### config.mk
export PLATFORM = sky130hd
export DESIGN_NAME = mrs_mul
export DESIGN_NICKNAME = d
export VERILOG_FILES = /design/src/sv/mrs_pkg.sv /design/src/sv/mrs_mul.sv
export SDC_FILE = /design/constraint.sdc
export NUM_CORES = 2
export LEC_CHECK = 0
export BUFFER_PORTS_ARGS = -buffer_cell sky130_fd_sc_hd__buf_2
export CELL_PAD_IN_SITES_DETAIL_PLACEMENT = 2
export CELL_PAD_IN_SITES_GLOBAL_PLACEMENT = 2
export CORE_ASPECT_RATIO = 1.25
export CORE_MARGIN = 2
export CORE_UTILIZATION = 42
export DETAILED_ROUTE_END_ITERATION = 8
export MAX_ROUTING_LAYER = met4
export PLACE_DENSITY = 0.82
export RECOVER_POWER = 50
export SYNTH_ARGS = -nofsm -noshare
export SYNTH_HDL_FRONTEND = slang
export SYNTH_SLANG_ARGS = --single-unit
### constraint.sdc
create_clock -name clk -period 7.6 [get_ports clk]
set_input_delay 0.76 -clock clk [delete_from_list [all_inputs] [get_ports clk]]
set_output_delay 0.76 -clock clk [all_outputs]
set_load 0.01 [all_outputs]
### src/sv/mrs_pkg.sv
`timescale 1ns / 1ps
// ----------------------------------------------------------------------------
// mrs_pkg
// Shared types and constants of the meter reading scaler: reading kinds,
// register indexes, item layouts and the sizes of the frequency divider.
// ----------------------------------------------------------------------------
package mrs_pkg;

  // Metering chip clock and the frequency numerator built from it
  localparam longint unsigned CHIP_CLOCK_HZ = 64'd3579545;
  localparam longint unsigned FREQ_NUM      = CHIP_CLOCK_HZ * 64;
  // Quotient bits: the numerator never reaches FREQ_NUM + 65536
  localparam int unsigned     NUM_W         = $clog2(FREQ_NUM + 64'd65536);
  // Divisor is twice a 16-bit count
  localparam int unsigned     DEN_W         = 17;
  // Multiplier unit latency in cycles
  localparam int unsigned     MUL_LAT       = 3;

  localparam logic [31:0]     GAIN_ONE      = 32'h0100_0000;

  typedef enum logic [2:0] {
    KIND_VOLTAGE   = 3'd0,
    KIND_CURRENT_A = 3'd1,
    KIND_CURRENT_B = 3'd2,
    KIND_POWER_A   = 3'd3,
    KIND_POWER_B   = 3'd4,
    KIND_FREQ      = 3'd5
  } kind_t;

  typedef enum logic [2:0] {
    REG_VOLTAGE_GAIN   = 3'd0,
    REG_CURRENT_A_GAIN = 3'd1,
    REG_CURRENT_B_GAIN = 3'd2,
    REG_POWER_A_GAIN   = 3'd3,
    REG_POWER_B_GAIN   = 3'd4,
    REG_VOLTAGE_ZERO   = 3'd5,
    REG_CURRENT_A_ZERO = 3'd6,
    REG_CURRENT_B_ZERO = 3'd7
  } reg_idx_t;

  typedef struct packed {
    logic [2:0]  action;
    logic [31:0] raw_reading;
  } mrs_in_t;

  typedef struct packed {
    logic signed [47:0] scaled_value;
    logic               value_valid;
  } mrs_out_t;

  // Operand pair for the scaling multiplier
  typedef struct packed {
    logic signed [32:0] operand;
    logic [31:0]        gain;
  } mrs_mul_op_t;

  // Operand pair for the frequency divider
  typedef struct packed {
    logic [NUM_W-1:0] num;
    logic [DEN_W-1:0] den;
  } mrs_div_op_t;

  // Control that travels alongside each item
  typedef struct packed {
    logic valid;
    logic freq;
    logic freq_zero;
  } mrs_ctl_t;

endpackage

### src/sv/mrs_mul.sv
`timescale 1ns / 1ps
// ----------------------------------------------------------------------------
// mrs_mul
// Pipelined signed-by-Q8.24 multiplier with round-to-nearest (ties up) to
// Q.8. Three stages: half-width partial products, sum, rounding.
// ----------------------------------------------------------------------------
module mrs_mul
  import mrs_pkg::*;
(
  input  logic               clk,
  input  mrs_mul_op_t        op,
  output logic signed [47:0] value
);

  logic signed [16:0] gain_lo;
  logic signed [16:0] gain_hi;
  logic signed [49:0] pp_lo;
  logic signed [49:0] pp_hi;
  logic signed [65:0] prod;
  logic signed [65:0] prod_next;
  logic signed [65:0] rnd;

  assign gain_lo = $signed({1'b0, op.gain[15:0]});
  assign gain_hi = $signed({1'b0, op.gain[31:16]});

  // Form the two partial products
  always_ff @(posedge clk) begin
    pp_lo <= op.operand * gain_lo;
    pp_hi <= op.operand * gain_hi;
  end

  // Add the partial products
  assign prod_next = {{16{pp_hi[49]}}, pp_hi} * 66'sd65536
                   + {{16{pp_lo[49]}}, pp_lo};

  always_ff @(posedge clk) begin
    prod <= prod_next;
  end

  // Round to Q.8: add half a step, drop 16 fraction bits
  assign rnd = prod + 66'sh8000;

  always_ff @(posedge clk) begin
    value <= rnd[63:16];
  end

endmodule

=== Word level (Yosys, flattened, before mapping) ===
Index checks and enable logic that the tools add are counted.
W data, S select, Z words.

* Input bits: 66
* Word-level logic and storage cells: 8
* Bits in registers: 210
* Output and inout port bits: 48

* Add/sub/neg operators: 2
* Multiply operators: 2

{| class="wikitable"
|+ Operators by type and width
! operator !! number
|-
| $add A64 B17 Y64 const B || 1
|-
| $add A64 B64 Y64 || 1
|-
| $mul A33 B17 Y50 || 1
|-
| $mul A33 B17 Y48 || 1
|}

=== Longest topological paths before layout ===
* Depth in word-level cells: 1
* Depth in mapped cells: 25
* Mapped depth without buffers: 24

=== Least setup slack after synthesis ===
OpenSTA, ideal clock, no wires.

* Path kind: in2reg
* Start point: input op[51] in the netlist's numbering
* End point: register pp_lo[48]
* Library setup time: 0.123 ns
* Data required time: 7.477 ns
* Arrival time: 6.421 ns
* Cell stages on the path: 22
* Path buffers: 1
* Slack: 1.055 ns
* Cells stage by stage: clkbuf_1 -> nand2_1 -> fa_1 -> fa_1 -> fa_1 -> inv_1 -> fa_1 -> fa_1 -> inv_1 -> fa_1 -> inv_1 -> ha_1 -> nor3_1 -> a2111oi_0 -> a211oi_1 -> o21ai_0 -> or3_1 -> o21ai_1 -> a21oi_1 -> o31ai_1 -> a21oi_1 -> xor2_1

* Word-level cells in the longest chain between the ends: 1

{| class="wikitable"
|+ Ends and longest elaborated chain
! element !! line !! RTL
|-
| start, declared || mrs_mul.sv:11 || <nowiki>input mrs_mul_op_t op,</nowiki>
|-
| $mul A33 B17 Y50 || mrs_mul.sv:28 || <nowiki>pp_lo <= op.operand * gain_lo;</nowiki>
|-
| end signal, assigned || mrs_mul.sv:28 ||
|-
| end, declared || mrs_mul.sv:17 || <nowiki>logic signed [49:0] pp_lo;</nowiki>
|}

No other way between the ends.

=== Final worst setup path ===
* Start point: input op[45] in the netlist's numbering
* End point: register pp_hi[39]

* Word-level cells in the longest chain between the ends: 1

{| class="wikitable"
|+ Ends and longest elaborated chain
! element !! line !! RTL
|-
| $mul A33 B17 Y48 || mrs_mul.sv:29 || <nowiki>pp_hi <= op.operand * gain_hi;</nowiki>
|-
| end signal, assigned || mrs_mul.sv:29 ||
|-
| end, declared || mrs_mul.sv:18 || <nowiki>logic signed [49:0] pp_hi;</nowiki>
|}

No other way between the ends.

==> run metrics <==
status completed; CTS Buf Count 17; Reg area 0.003603 mm^2; die area 0.1039 mm^2; IO Count 114; largest net degree at the start of global routing 34; GRT Total Usage 0.3190; syn nets 6055; Final Hold Fails 0; skew final 0.02401 ns; Row Count 130; I/O Buffers 113; CTS tree yes; starting DRC count in detailed routing 1359; TNS Setup 0 ns; hold crit path type flop to flop; max_cap viols 0; Core Region 0.1005 mm^2; Period minus WS final 7.304 ns; Yosys reg bits 180; grt total ovfl 0; post-synthesis sequential area ratio 0.08467; DRC errors left 0; Critical Path Start Type input port; worst path required time 7.99 ns; footprint of the multi-input gates 0.03389 mm^2; Nets 6104; drt wl/cell 25.27 um; crit-path cells buf_2 -> buf_4 -> nand2_1 -> fa_1 -> fa_1 -> fa_1 -> inv_1 -> fa_1 -> fa_1 -> inv_1 -> fa_1 -> inv_1 -> ha_1 -> a21oi_1 -> o221ai_1 -> a21oi_1 -> a31o_2 -> a21boi_0 -> o31a_1 -> o41ai_1 -> o21ai_0 -> xor2_1; die extent in x 288.7 um; number of synthesized flops with an enable pin 0; initial antenna violation count 5; Syn-to-layout area delta 7.065%; Synth Area per Inst 9.022 um^2; Slew headroom 0.2917; Post-Syn Area 0.04256 mm^2; most frequent CP cell fa_1; Top FF cell, synth dfxtp_1; vias per cell 5.348; dpl hpwl 130700 um; CTS clk-pin slew, worst paths 0.09 ns; cts hold-fix bufs 0; drt total wl 154200 um; drt first pass iters 5; Slowest cell on crit path fa_1; Post-Syn Instances 4717; fin crit share 0.9610; fraction of registers with async set or reset after synthesis 0; Worst Tran Pin Value 1.062 ns; RSZ-0062 raised after global routing false; Highest Clock Rate 136.9 MHz; CP arrival 7.69 ns; # clock sinks 180; slowest stage delay, CP 0.57 ns; crit path kind input port to flop; vias in the first global route 41.55k; layout cells sized above 1 0.04834; Clock Tree Buf Depth 2; H-Tree Depth 4; ANT nets after route 0; Synth cell types 60; # fillers 10.99k; placer congestion estimate 0.8650; later-pin clock latency in the skew report 0.51 ns; Crit. End Element flop; Initial Util 0.4234; setup violators final 0; first-pass GRT wire length 240600 um; die span in y 359.9 um; clock root buffer master clkbuf_16; number of synthesis warnings 0; crit path max fanout 17; fin. max-slew vios 0; Vias 32.64k
## final timing paths
path             start   endpoint  slack [ns]  cells after the start
max             op[45]  pp_hi[39]        0.30                     22
min          pp_lo[15]   prod[15]        0.33                      0
max reg2reg  pp_lo[17]   prod[57]        3.72                     11
min reg2reg  pp_lo[15]   prod[15]        0.33                      0
## timing repair
action                                  CTS  global route
buffers inserted                          0             0
endpoints found under the setup margin    0             3
gates resized for setup                   0             2
## layout make-up
| type | count | area share |
|---|---|---|
| Inverter | 1133 | 0.09334 |
| Sequential cell | 180 | 0.07908 |
| Tap cell | 1320 | 0.03625 |
| Clock buffer | 18 | 0.009419 |
| Antenna cell | 4 | 0.0002197 |
| Timing Repair Buffer | 240 | 0.03389 |
| Multi-Input combinational cell | 3194 | 0.7437 |
| Clock inverter | 14 | 0.004146 |
## state kept, by name, indices dropped and copies added (netlist names)
register,flops
pp_hi,48
pp_lo,35
prod,49
value,48
## layout by cell type, fill, tap and decap left out, types with 8 or more instances in the layout
cell type / count
inv_1: 1133
clkbuf_16: 17
dfxtp_1: 180
buf_2: 63
nor3_1: 27
and4_1: 9
clkbuf_1: 51
nor2b_1: 21
xnor2_1: 133
and2_1: 395
o21ai_0: 52
buf_4: 119
nand2_1: 734
o21bai_1: 8
o21a_1: 24
ha_1: 279
a31oi_1: 13
nand4_1: 23
nor2_1: 77
fa_1: 993
and3_1: 30
a21oi_1: 108
a21o_1: 78
nand2b_1: 16
nand3_1: 33
xor2_1: 45
## stage by stage
step / cells / util / instance area, um^2 / worst slack [ns] / hold slack (ns)
final: 6103 / 0.4533 / 45570 / 0.2963 / 0.3312
after global routing: 6102 / 0.4533 / 45560 / 0.06228 / 0.3398
after CTS: 6099 / 0.4541 / 45650 / 0.2870 / 0.3328
after detailed placement: 6067 / 0.4479 / 45030 / -0.2465 / 0.3147
after global placement: 6067 / 0.4479 / 45030 / 0.2173 / 0.3152
after floorplan: 4717 / - / 42560 / 1.055 / 0.3096
## worst max-delay path, delay by kind of cell
kind                     cells  cell delay (ns)
AND/OR/NAND/NOR              1             0.14
XOR/XNOR                     1             0.17
adder cells (fa/ha/maj)      7             3.48
AO/OA/AOI/OAI                8             2.11
buffers and inverters        5             0.98
## kinds of logic after synthesis
kind of cell | synth area share
XOR/XNOR | 0.03663
multiplexers | 0.0003527
AO/OA/AOI/OAI | 0.05562
AND/OR/NAND/NOR | 0.1551
buffers and inverters | 0.1185
flip-flops | 0.08467
adder cells (fa/ha/maj) | 0.5491
## routing by layer
layer / track usage / vias up / wire length [um] / part of all wire
met4: 0.2054 / 0 / 12070 / 0.078
met5: - / - / 0 / 0
met3: 0.03663 / 500 / 4335 / 0.028
li1: - / 13918 / - / -
met1: 0.3034 / 17439 / 51600 / 0.33
met2: 0.5993 / 783 / 86240 / 0.56
## synthesized netlist by cell type (all sizes together), types with 6 or more instances
cell	instances	share of area
a21oi	108	0.013
nor3	27	0.0032
nand4	23	0.0034
a21o	78	0.014
clkbuf	210	0.019
o21ai	54	0.0064
nor4	7	0.0010
and3	30	0.0044
and2	397	0.058
a211oi	7	0.0015
a31oi	13	0.0019
a2111oi	6	0.0018
xnor2	133	0.027
nor2b	21	0.0031
ha	279	0.082
o21a	24	0.0042
nand2	734	0.065
xor2	45	0.0093
a21boi	6	0.0011
nand3	33	0.0039
and4	9	0.0019
dfxtp	180	0.085
inv	1133	0.10
o21bai	8	0.0014
nor2	77	0.0068
fa	993	0.47
o211ai	7	0.0012
nand2b	16	0.0024
Power is left out: the tool's default activity adds up to more than one toggle a clock period on the data nets, which glitch-free logic cannot reach.
