[config.mk]
export PLATFORM = sky130hd
export DESIGN_NAME = mrs_div
export DESIGN_NICKNAME = d
export VERILOG_FILES = /design/src/sv/mrs_pkg.sv /design/src/sv/mrs_div.sv
export SDC_FILE = /design/constraint.sdc
export NUM_CORES = 2
export LEC_CHECK = 0
export ABC_CLOCK_PERIOD_IN_PS = 6000
export BUFFER_PORTS_ARGS = -buffer_cell sky130_fd_sc_hd__buf_2
export CAP_MARGIN = 20
export CORE_AREA = 5 5 459 235
export CTS_BUF_LIST = sky130_fd_sc_hd__clkbuf_4
export DETAILED_ROUTE_END_ITERATION = 6
export DIE_AREA = 0 0 464 240
export GPL_ROUTABILITY_DRIVEN = 1
export GPL_TIMING_DRIVEN = 0
export PLACE_DENSITY_LB_ADDON = 0.2
export SLEW_MARGIN = 20
export SYNTH_ARGS = -nofsm -noshare
export SYNTH_HDL_FRONTEND = slang
export SYNTH_SLANG_ARGS = --single-unit
[constraint.sdc]
create_clock -name clk -period 6 [get_ports clk]
set_input_delay 1.8 -clock clk [delete_from_list [all_inputs] [get_ports clk]]
set_output_delay 1.8 -clock clk [all_outputs]
set_load 0.01 [all_outputs]
[src/sv/mrs_pkg.sv]
`timescale 1ns / 1ps
// ----------------------------------------------------------------------------
// mrs_pkg
// Shared types and constants of the meter reading scaler: reading kinds,
// register indexes, item layouts and the sizes of the frequency divider.
// ----------------------------------------------------------------------------
package mrs_pkg;

  // Metering chip clock and the frequency numerator built from it
  localparam longint unsigned CHIP_CLOCK_HZ = 64'd3579545;
  localparam longint unsigned FREQ_NUM      = CHIP_CLOCK_HZ * 64;
  // Quotient bits: the numerator never reaches FREQ_NUM + 65536
  localparam int unsigned     NUM_W         = $clog2(FREQ_NUM + 64'd65536);
  // Divisor is twice a 16-bit count
  localparam int unsigned     DEN_W         = 17;
  // Multiplier unit latency in cycles
  localparam int unsigned     MUL_LAT       = 3;

  localparam logic [31:0]     GAIN_ONE      = 32'h0100_0000;

  typedef enum logic [2:0] {
    KIND_VOLTAGE   = 3'd0,
    KIND_CURRENT_A = 3'd1,
    KIND_CURRENT_B = 3'd2,
    KIND_POWER_A   = 3'd3,
    KIND_POWER_B   = 3'd4,
    KIND_FREQ      = 3'd5
  } kind_t;

  typedef enum logic [2:0] {
    REG_VOLTAGE_GAIN   = 3'd0,
    REG_CURRENT_A_GAIN = 3'd1,
    REG_CURRENT_B_GAIN = 3'd2,
    REG_POWER_A_GAIN   = 3'd3,
    REG_POWER_B_GAIN   = 3'd4,
    REG_VOLTAGE_ZERO   = 3'd5,
    REG_CURRENT_A_ZERO = 3'd6,
    REG_CURRENT_B_ZERO = 3'd7
  } reg_idx_t;

  typedef struct packed {
    logic [2:0]  action;
    logic [31:0] raw_reading;
  } mrs_in_t;

  typedef struct packed {
    logic signed [47:0] scaled_value;
    logic               value_valid;
  } mrs_out_t;

  // Operand pair for the scaling multiplier
  typedef struct packed {
    logic signed [32:0] operand;
    logic [31:0]        gain;
  } mrs_mul_op_t;

  // Operand pair for the frequency divider
  typedef struct packed {
    logic [NUM_W-1:0] num;
    logic [DEN_W-1:0] den;
  } mrs_div_op_t;

  // Control that travels alongside each item
  typedef struct packed {
    logic valid;
    logic freq;
    logic freq_zero;
  } mrs_ctl_t;

endpackage

[src/sv/mrs_div.sv]
`timescale 1ns / 1ps
// ----------------------------------------------------------------------------
// mrs_div
// Pipelined restoring divider: one quotient bit per stage, NUM_W stages.
// A zero divisor gives a meaningless quotient that the caller discards.
// ----------------------------------------------------------------------------
module mrs_div
  import mrs_pkg::*;
(
  input  logic             clk,
  input  mrs_div_op_t      op,
  output logic [NUM_W-1:0] quot
);

  logic [NUM_W-1:0] num [NUM_W];
  logic [DEN_W-1:0] den [NUM_W];
  logic [DEN_W-1:0] rem [NUM_W];
  logic [NUM_W-1:0] q   [NUM_W];

  for (genvar k = 0; k < NUM_W; k++) begin : g_stage
    logic [NUM_W-1:0] num_in;
    logic [DEN_W-1:0] den_in;
    logic [DEN_W-1:0] rem_in;
    logic [NUM_W-1:0] q_in;
    logic [DEN_W:0]   trial;
    logic [DEN_W:0]   diff;
    logic             ge;

    if (k == 0) begin : g_first
      assign num_in = op.num;
      assign den_in = op.den;
      assign rem_in = '0;
      assign q_in   = '0;
    end else begin : g_rest
      assign num_in = num[k-1];
      assign den_in = den[k-1];
      assign rem_in = rem[k-1];
      assign q_in   = q[k-1];
    end

    // Bring down the next numerator bit and try the subtract
    assign trial = {rem_in, num_in[NUM_W-1-k]};
    assign diff  = trial - {1'b0, den_in};
    assign ge    = (trial >= {1'b0, den_in});

    always_ff @(posedge clk) begin
      num[k] <= num_in;
      den[k] <= den_in;
      rem[k] <= ge ? diff[DEN_W-1:0] : trial[DEN_W-1:0];
      q[k]   <= {q_in[NUM_W-2:0], ge};
    end
  end

  assign quot = q[NUM_W-1];

endmodule

=== Yosys cells after proc, flatten, opt, wreduce, memory -nomap -nowiden ===
Memories as Yosys holds them, arrays and structs flattened.
Cells that the tools add are included.

* Flip-flop bits (word level): 0
* Latch bits: 0
* RAM bits: 2520
* ROM bits: 0
* Bits of input ports: 46
* Memories: 4

* Add/subtract/negate cells: 28
* Multiply operators: 0
* Divide/modulo/power cells: 0
* Order comparisons: 28
* Eq/ne operators: 0
* Shifts and indexed selects: 0
* Muxes and demuxes: 28
* Bitwise logic cells: 0
* Reduce and logical (&&, ||, !) cells: 0

{| class="wikitable"
|+ Memories
! memory !! depth !! bits a word !! rd ports !! clocked after memory_dff !! write ports !! line !! RTL
|-
| num || 28 || 28 || 27 || 0 || 28 || mrs_div.sv:15 || <nowiki>logic [NUM_W-1:0] num [NUM_W];</nowiki>
|-
| q || 28 || 28 || 28 || 0 || 28 || mrs_div.sv:18 || <nowiki>logic [NUM_W-1:0] q [NUM_W];</nowiki>
|-
| den || 28 || 17 || 27 || 0 || 28 || mrs_div.sv:16 || <nowiki>logic [DEN_W-1:0] den [NUM_W];</nowiki>
|-
| rem || 28 || 17 || 27 || 0 || 28 || mrs_div.sv:17 || <nowiki>logic [DEN_W-1:0] rem [NUM_W];</nowiki>
|}

{| class="wikitable"
|+ Operator list
! operator !! count
|-
| $ge A18 B17 Y1 || 27
|-
| $mux W17 || 28
|-
| $sub A17 B17 Y17 || 27
|-
| $ge A1 B17 Y1 || 1
|-
| $sub A1 B17 Y17 || 1
|}

=== Depth between registers and ports, before layout ===
An unclocked memory read counts as a cell.

* Word-level depth: 3
* Depth in mapped cells: 13

=== Worst setup path before layout ===
Ideal clock, no wire load.

* Path type: register to register
* From: mem num[1][172] (netlist bit)
* To: mem rem[23][8] (netlist: rem[5][59])
* Arrival time: 3016 ps
* Data required time: 5879 ps
* Path slack: 2863 ps
* Cell stages (with the launch flop): 13
* Cells stage by stage: dfxtp_1 inv_1 ha_1 inv_1 fa_1 a211oi_2 nor2_1 o21ai_2 o21ai_2 or3_4 a2111oi_4 buf_6 mux2_4

{| class="wikitable"
|+ RTL lines
! what !! line
|-
| start, declared || mrs_div.sv:15
|-
| end, declared || mrs_div.sv:17
|}

==> impl_results.md <==
- CP max stage cell: a211oi_2
- Initial Utilization: 60.3%
- Initial DRC count: 3594
- PostCTS Resize Cnt: 0
- Clock Path Buffers: 4
- Initial antenna violation count: 3
- Leading cell types in the layout, fill and taps excluded: 1702 x dfxtp_1, 594 x inv_1, 521 x clkbuf_4
- Post-Syn Instances: a little under 6k
- Max Slew Vio Count: 0
- Commonest non-fill, non-tap cell in the layout: dfxtp_1
- Register area share after synthesis: 54.5%
- Hold Crit Class: reg -> reg
- Max Cap Viol: 0
- CTS tree: done
- Final #Nets: around 6.8k
- Critical path buffers and inverters: 2
- Syn-to-layout area delta: 10.3%
- Worst setup margin: 1600 ps
- Root Buffer: clkbuf_4
- Setup Fix Bufs, Post-CTS: 0
- Syn Std Cell Area: 62500 µm²
- Fin Hold WS: 260 ps
- Worst path max stage delay: 840 ps
- Crit start category: flip-flop
- Total wire length: 136000 µm
- Post-Place Worst Slack: 1710 ps
- Power density over cell area: 488 nW/µm²
- Crit-path cells: ha_1 -> inv_1 -> fa_1 -> a21o_1 -> a21oi_1 -> nor3b_1 -> o21ai_0 -> o211ai_1 -> a211oi_2 -> buf_2 -> mux2i_1
- Leak: between 30 and 40 nW
- Met2 Use GR: a little under a third
- Register bit total from synthesis: 1702
- Crit path max fanout: 10
- Worst VDD drop: 0.281 mV
- First-pass GRT wire length: 216000 µm
- Die X: 464 µm
- Total negative slack: 0 ps
- Skew-Pair Late Insertion Delay: between 1000 and 1500 ps
- Global routing usage on met1: between 30% and 40%
- Vias in the first global route: 41.1k
- GRT met3 Usage: 8.69%
- DR pass1 iterations: 6
- Full die area: 111000 µm²
- Top cells by area, synth: dfxtp_1 55%, ha_1 9.2%, mux2_2 4.5%, inv_1 3.6%, o21ai_0 3.0%
- Worst Max-Slew Pin Slew: 1230 ps
- Final setup violation count: 0
- Clk pin slew, worst setup/hold paths: approximately 70 ps
- CP arrival: 5410 ps
- GRT busiest layer: met1
- Global route total overflow: 0
- YS warnings: 0
- Unrepaired setup endpoints after global routing: false
- Post-DP HPWL: 101000 µm
- Yosys top cell area share: 54.5%
- Fin crit period: 4400 ps
- Cell Rows: between 80 and 90
- Final hold violations: 0
- H-tree depth: 5
- Final worst-path cycle share: roughly three quarters
- WL/cell: ~17 µm
- Layout cell share with drive strength beyond 1: ~14%
- Area leader, netlist: dfxtp_1
- DR DRC count: 0
- Tot GR Track Use: 24.1%
- Core area: 104000 µm²
- DR vias/cell: about 5.4
- CP required: 7000 ps
- Via count: 42.6k
- Buffers on Ports: between 70 and 80
- Clk sinks: between 1.5k and 2k
- CP endpoint kind: flip-flop
- FMAX: 227 MHz
- Synth unique cells: 85
- GP Congestion: 0.983
- Die height: about 240 µm
- Status: finished, final reports clean
- Clock Skew: ~85 ps
- Routed Antenna Nets: 0
- Asr flop ratio synth: 0%
- Most common flop cell mapped by yosys: dfxtp_1
- Avg Inst Size Synth: 10.7 µm²
- Max-slew headroom: 17.0%
- Largest net degree at the start of global routing: 17
- Post-synth EDFFs: 0
- Net Count, Synth: 6360
- Num CTS Buffers: 368
- Hold buffer count at cts: 0
- Ports: 74
- Family with the most delay on the worst path: compound AO/OA/AOI/OAI gates
- Setup CP Type: reg -> reg
[cell usage after synthesis (89+ instances only)]
cell type / count
a21o_1: 135
o21ai_0: 372
dfxtp_1: 1702
inv_1: 594
xnor2_1: 189
nand2_1: 289
nor2_1: 283
ha_1: 461
a21oi_1: 296
o21a_1: 89
xor2_1: 118
mux2_2: 248
[final timing paths]
kind               from  slack [ps]        end  cells after the start
max          den[2][51]        1600  rem[3][0]                     11
min           q[0][424]         260    q[1][5]                      0
max reg2reg  den[2][51]        1600  rem[3][0]                     11
min reg2reg   q[0][424]         260    q[1][5]                      0
[where the power goes]
part | internal [W] | switching [W] | total (W) | leakage, nW
sequential | 0.0132 | 0.000931 | 0.0141 | 14.2
clock | 0.00414 | 0.00419 | 0.00833 | 2.59
combinational | 0.00499 | 0.00624 | 0.0112 | 14.9
[metal layers]
| metal | part of all wire [%] | routed length (µm) | vias up |
|---|---|---|---|
| li1 | - | - | 21200 |
| met1 | 52 | 70800 | 19700 |
| met2 | 36 | 48500 | 1458 |
| met3 | 11 | 14400 | 183 |
| met4 | 1.5 | 2020 | 0 |
| met5 | 0 | 0 | - |
[area by class of cell]
cell class | count | area, µm²
inverters | 595 | 2230
clock buffers | 521 | 3910
multi-input cells | 3440 | 25800
fillers | 8131 | 34700
well taps | 1376 | 1720
clock inverters | 81 | 423
repair buffers | 73 | 365
diodes | 6 | 15.0
flip-flops and latches | 1702 | 34100
plain buffers | 90 | 399
[stage by stage]
| stage | power [W] | util, % | cells | cell area [µm²] |
|---|---|---|---|---|
| 2_1_floorplan | 0.0224 | - | 5827 | 62500 |
| 5_1_grt | 0.0359 | 66.5 | 7883 | 68900 |
| 3_3_place_gp | 0.0250 | 62.3 | 7276 | 64600 |
| 3_5_place_dp | 0.0253 | 62.3 | 7276 | 64600 |
| 6_report | 0.0337 | 66.5 | 7884 | 68900 |
| 4_1_cts | 0.0338 | 66.5 | 7878 | 68900 |
[worst reg2reg max path: stages, from the launching register on]
cell	delay, ps
dfxtp_1	570
ha_1	270
inv_1	60
fa_1	400
a21o_1	180
a21oi_1	340
nor3b_1	100
o21ai_0	230
o211ai_1	210
a211oi_2	840
buf_2	420
mux2i_1	630
[flip-flops by register name, indices dropped and copies added, names as in the netlist]
name and count:
num 378, rem 459, q 406, den 459
[kinds of logic (layout without fill, tap and decap cells)]
group,after synthesis,in the layout,share of synthesized area [%]
AO/OA/AOI/OAI,1329,1329,13.9
XOR/XNOR,307,307,4.30
adder cells (fa/ha/maj),487,487,10.1
buffers and inverters,685,1360,4.21
flip-flops,1702,1702,54.5
multiplexers,277,277,5.00
other,0,6,0
AND/OR/NAND/NOR,1040,1040,8.00
No activity file was read; power rests on OpenSTA's default activity.
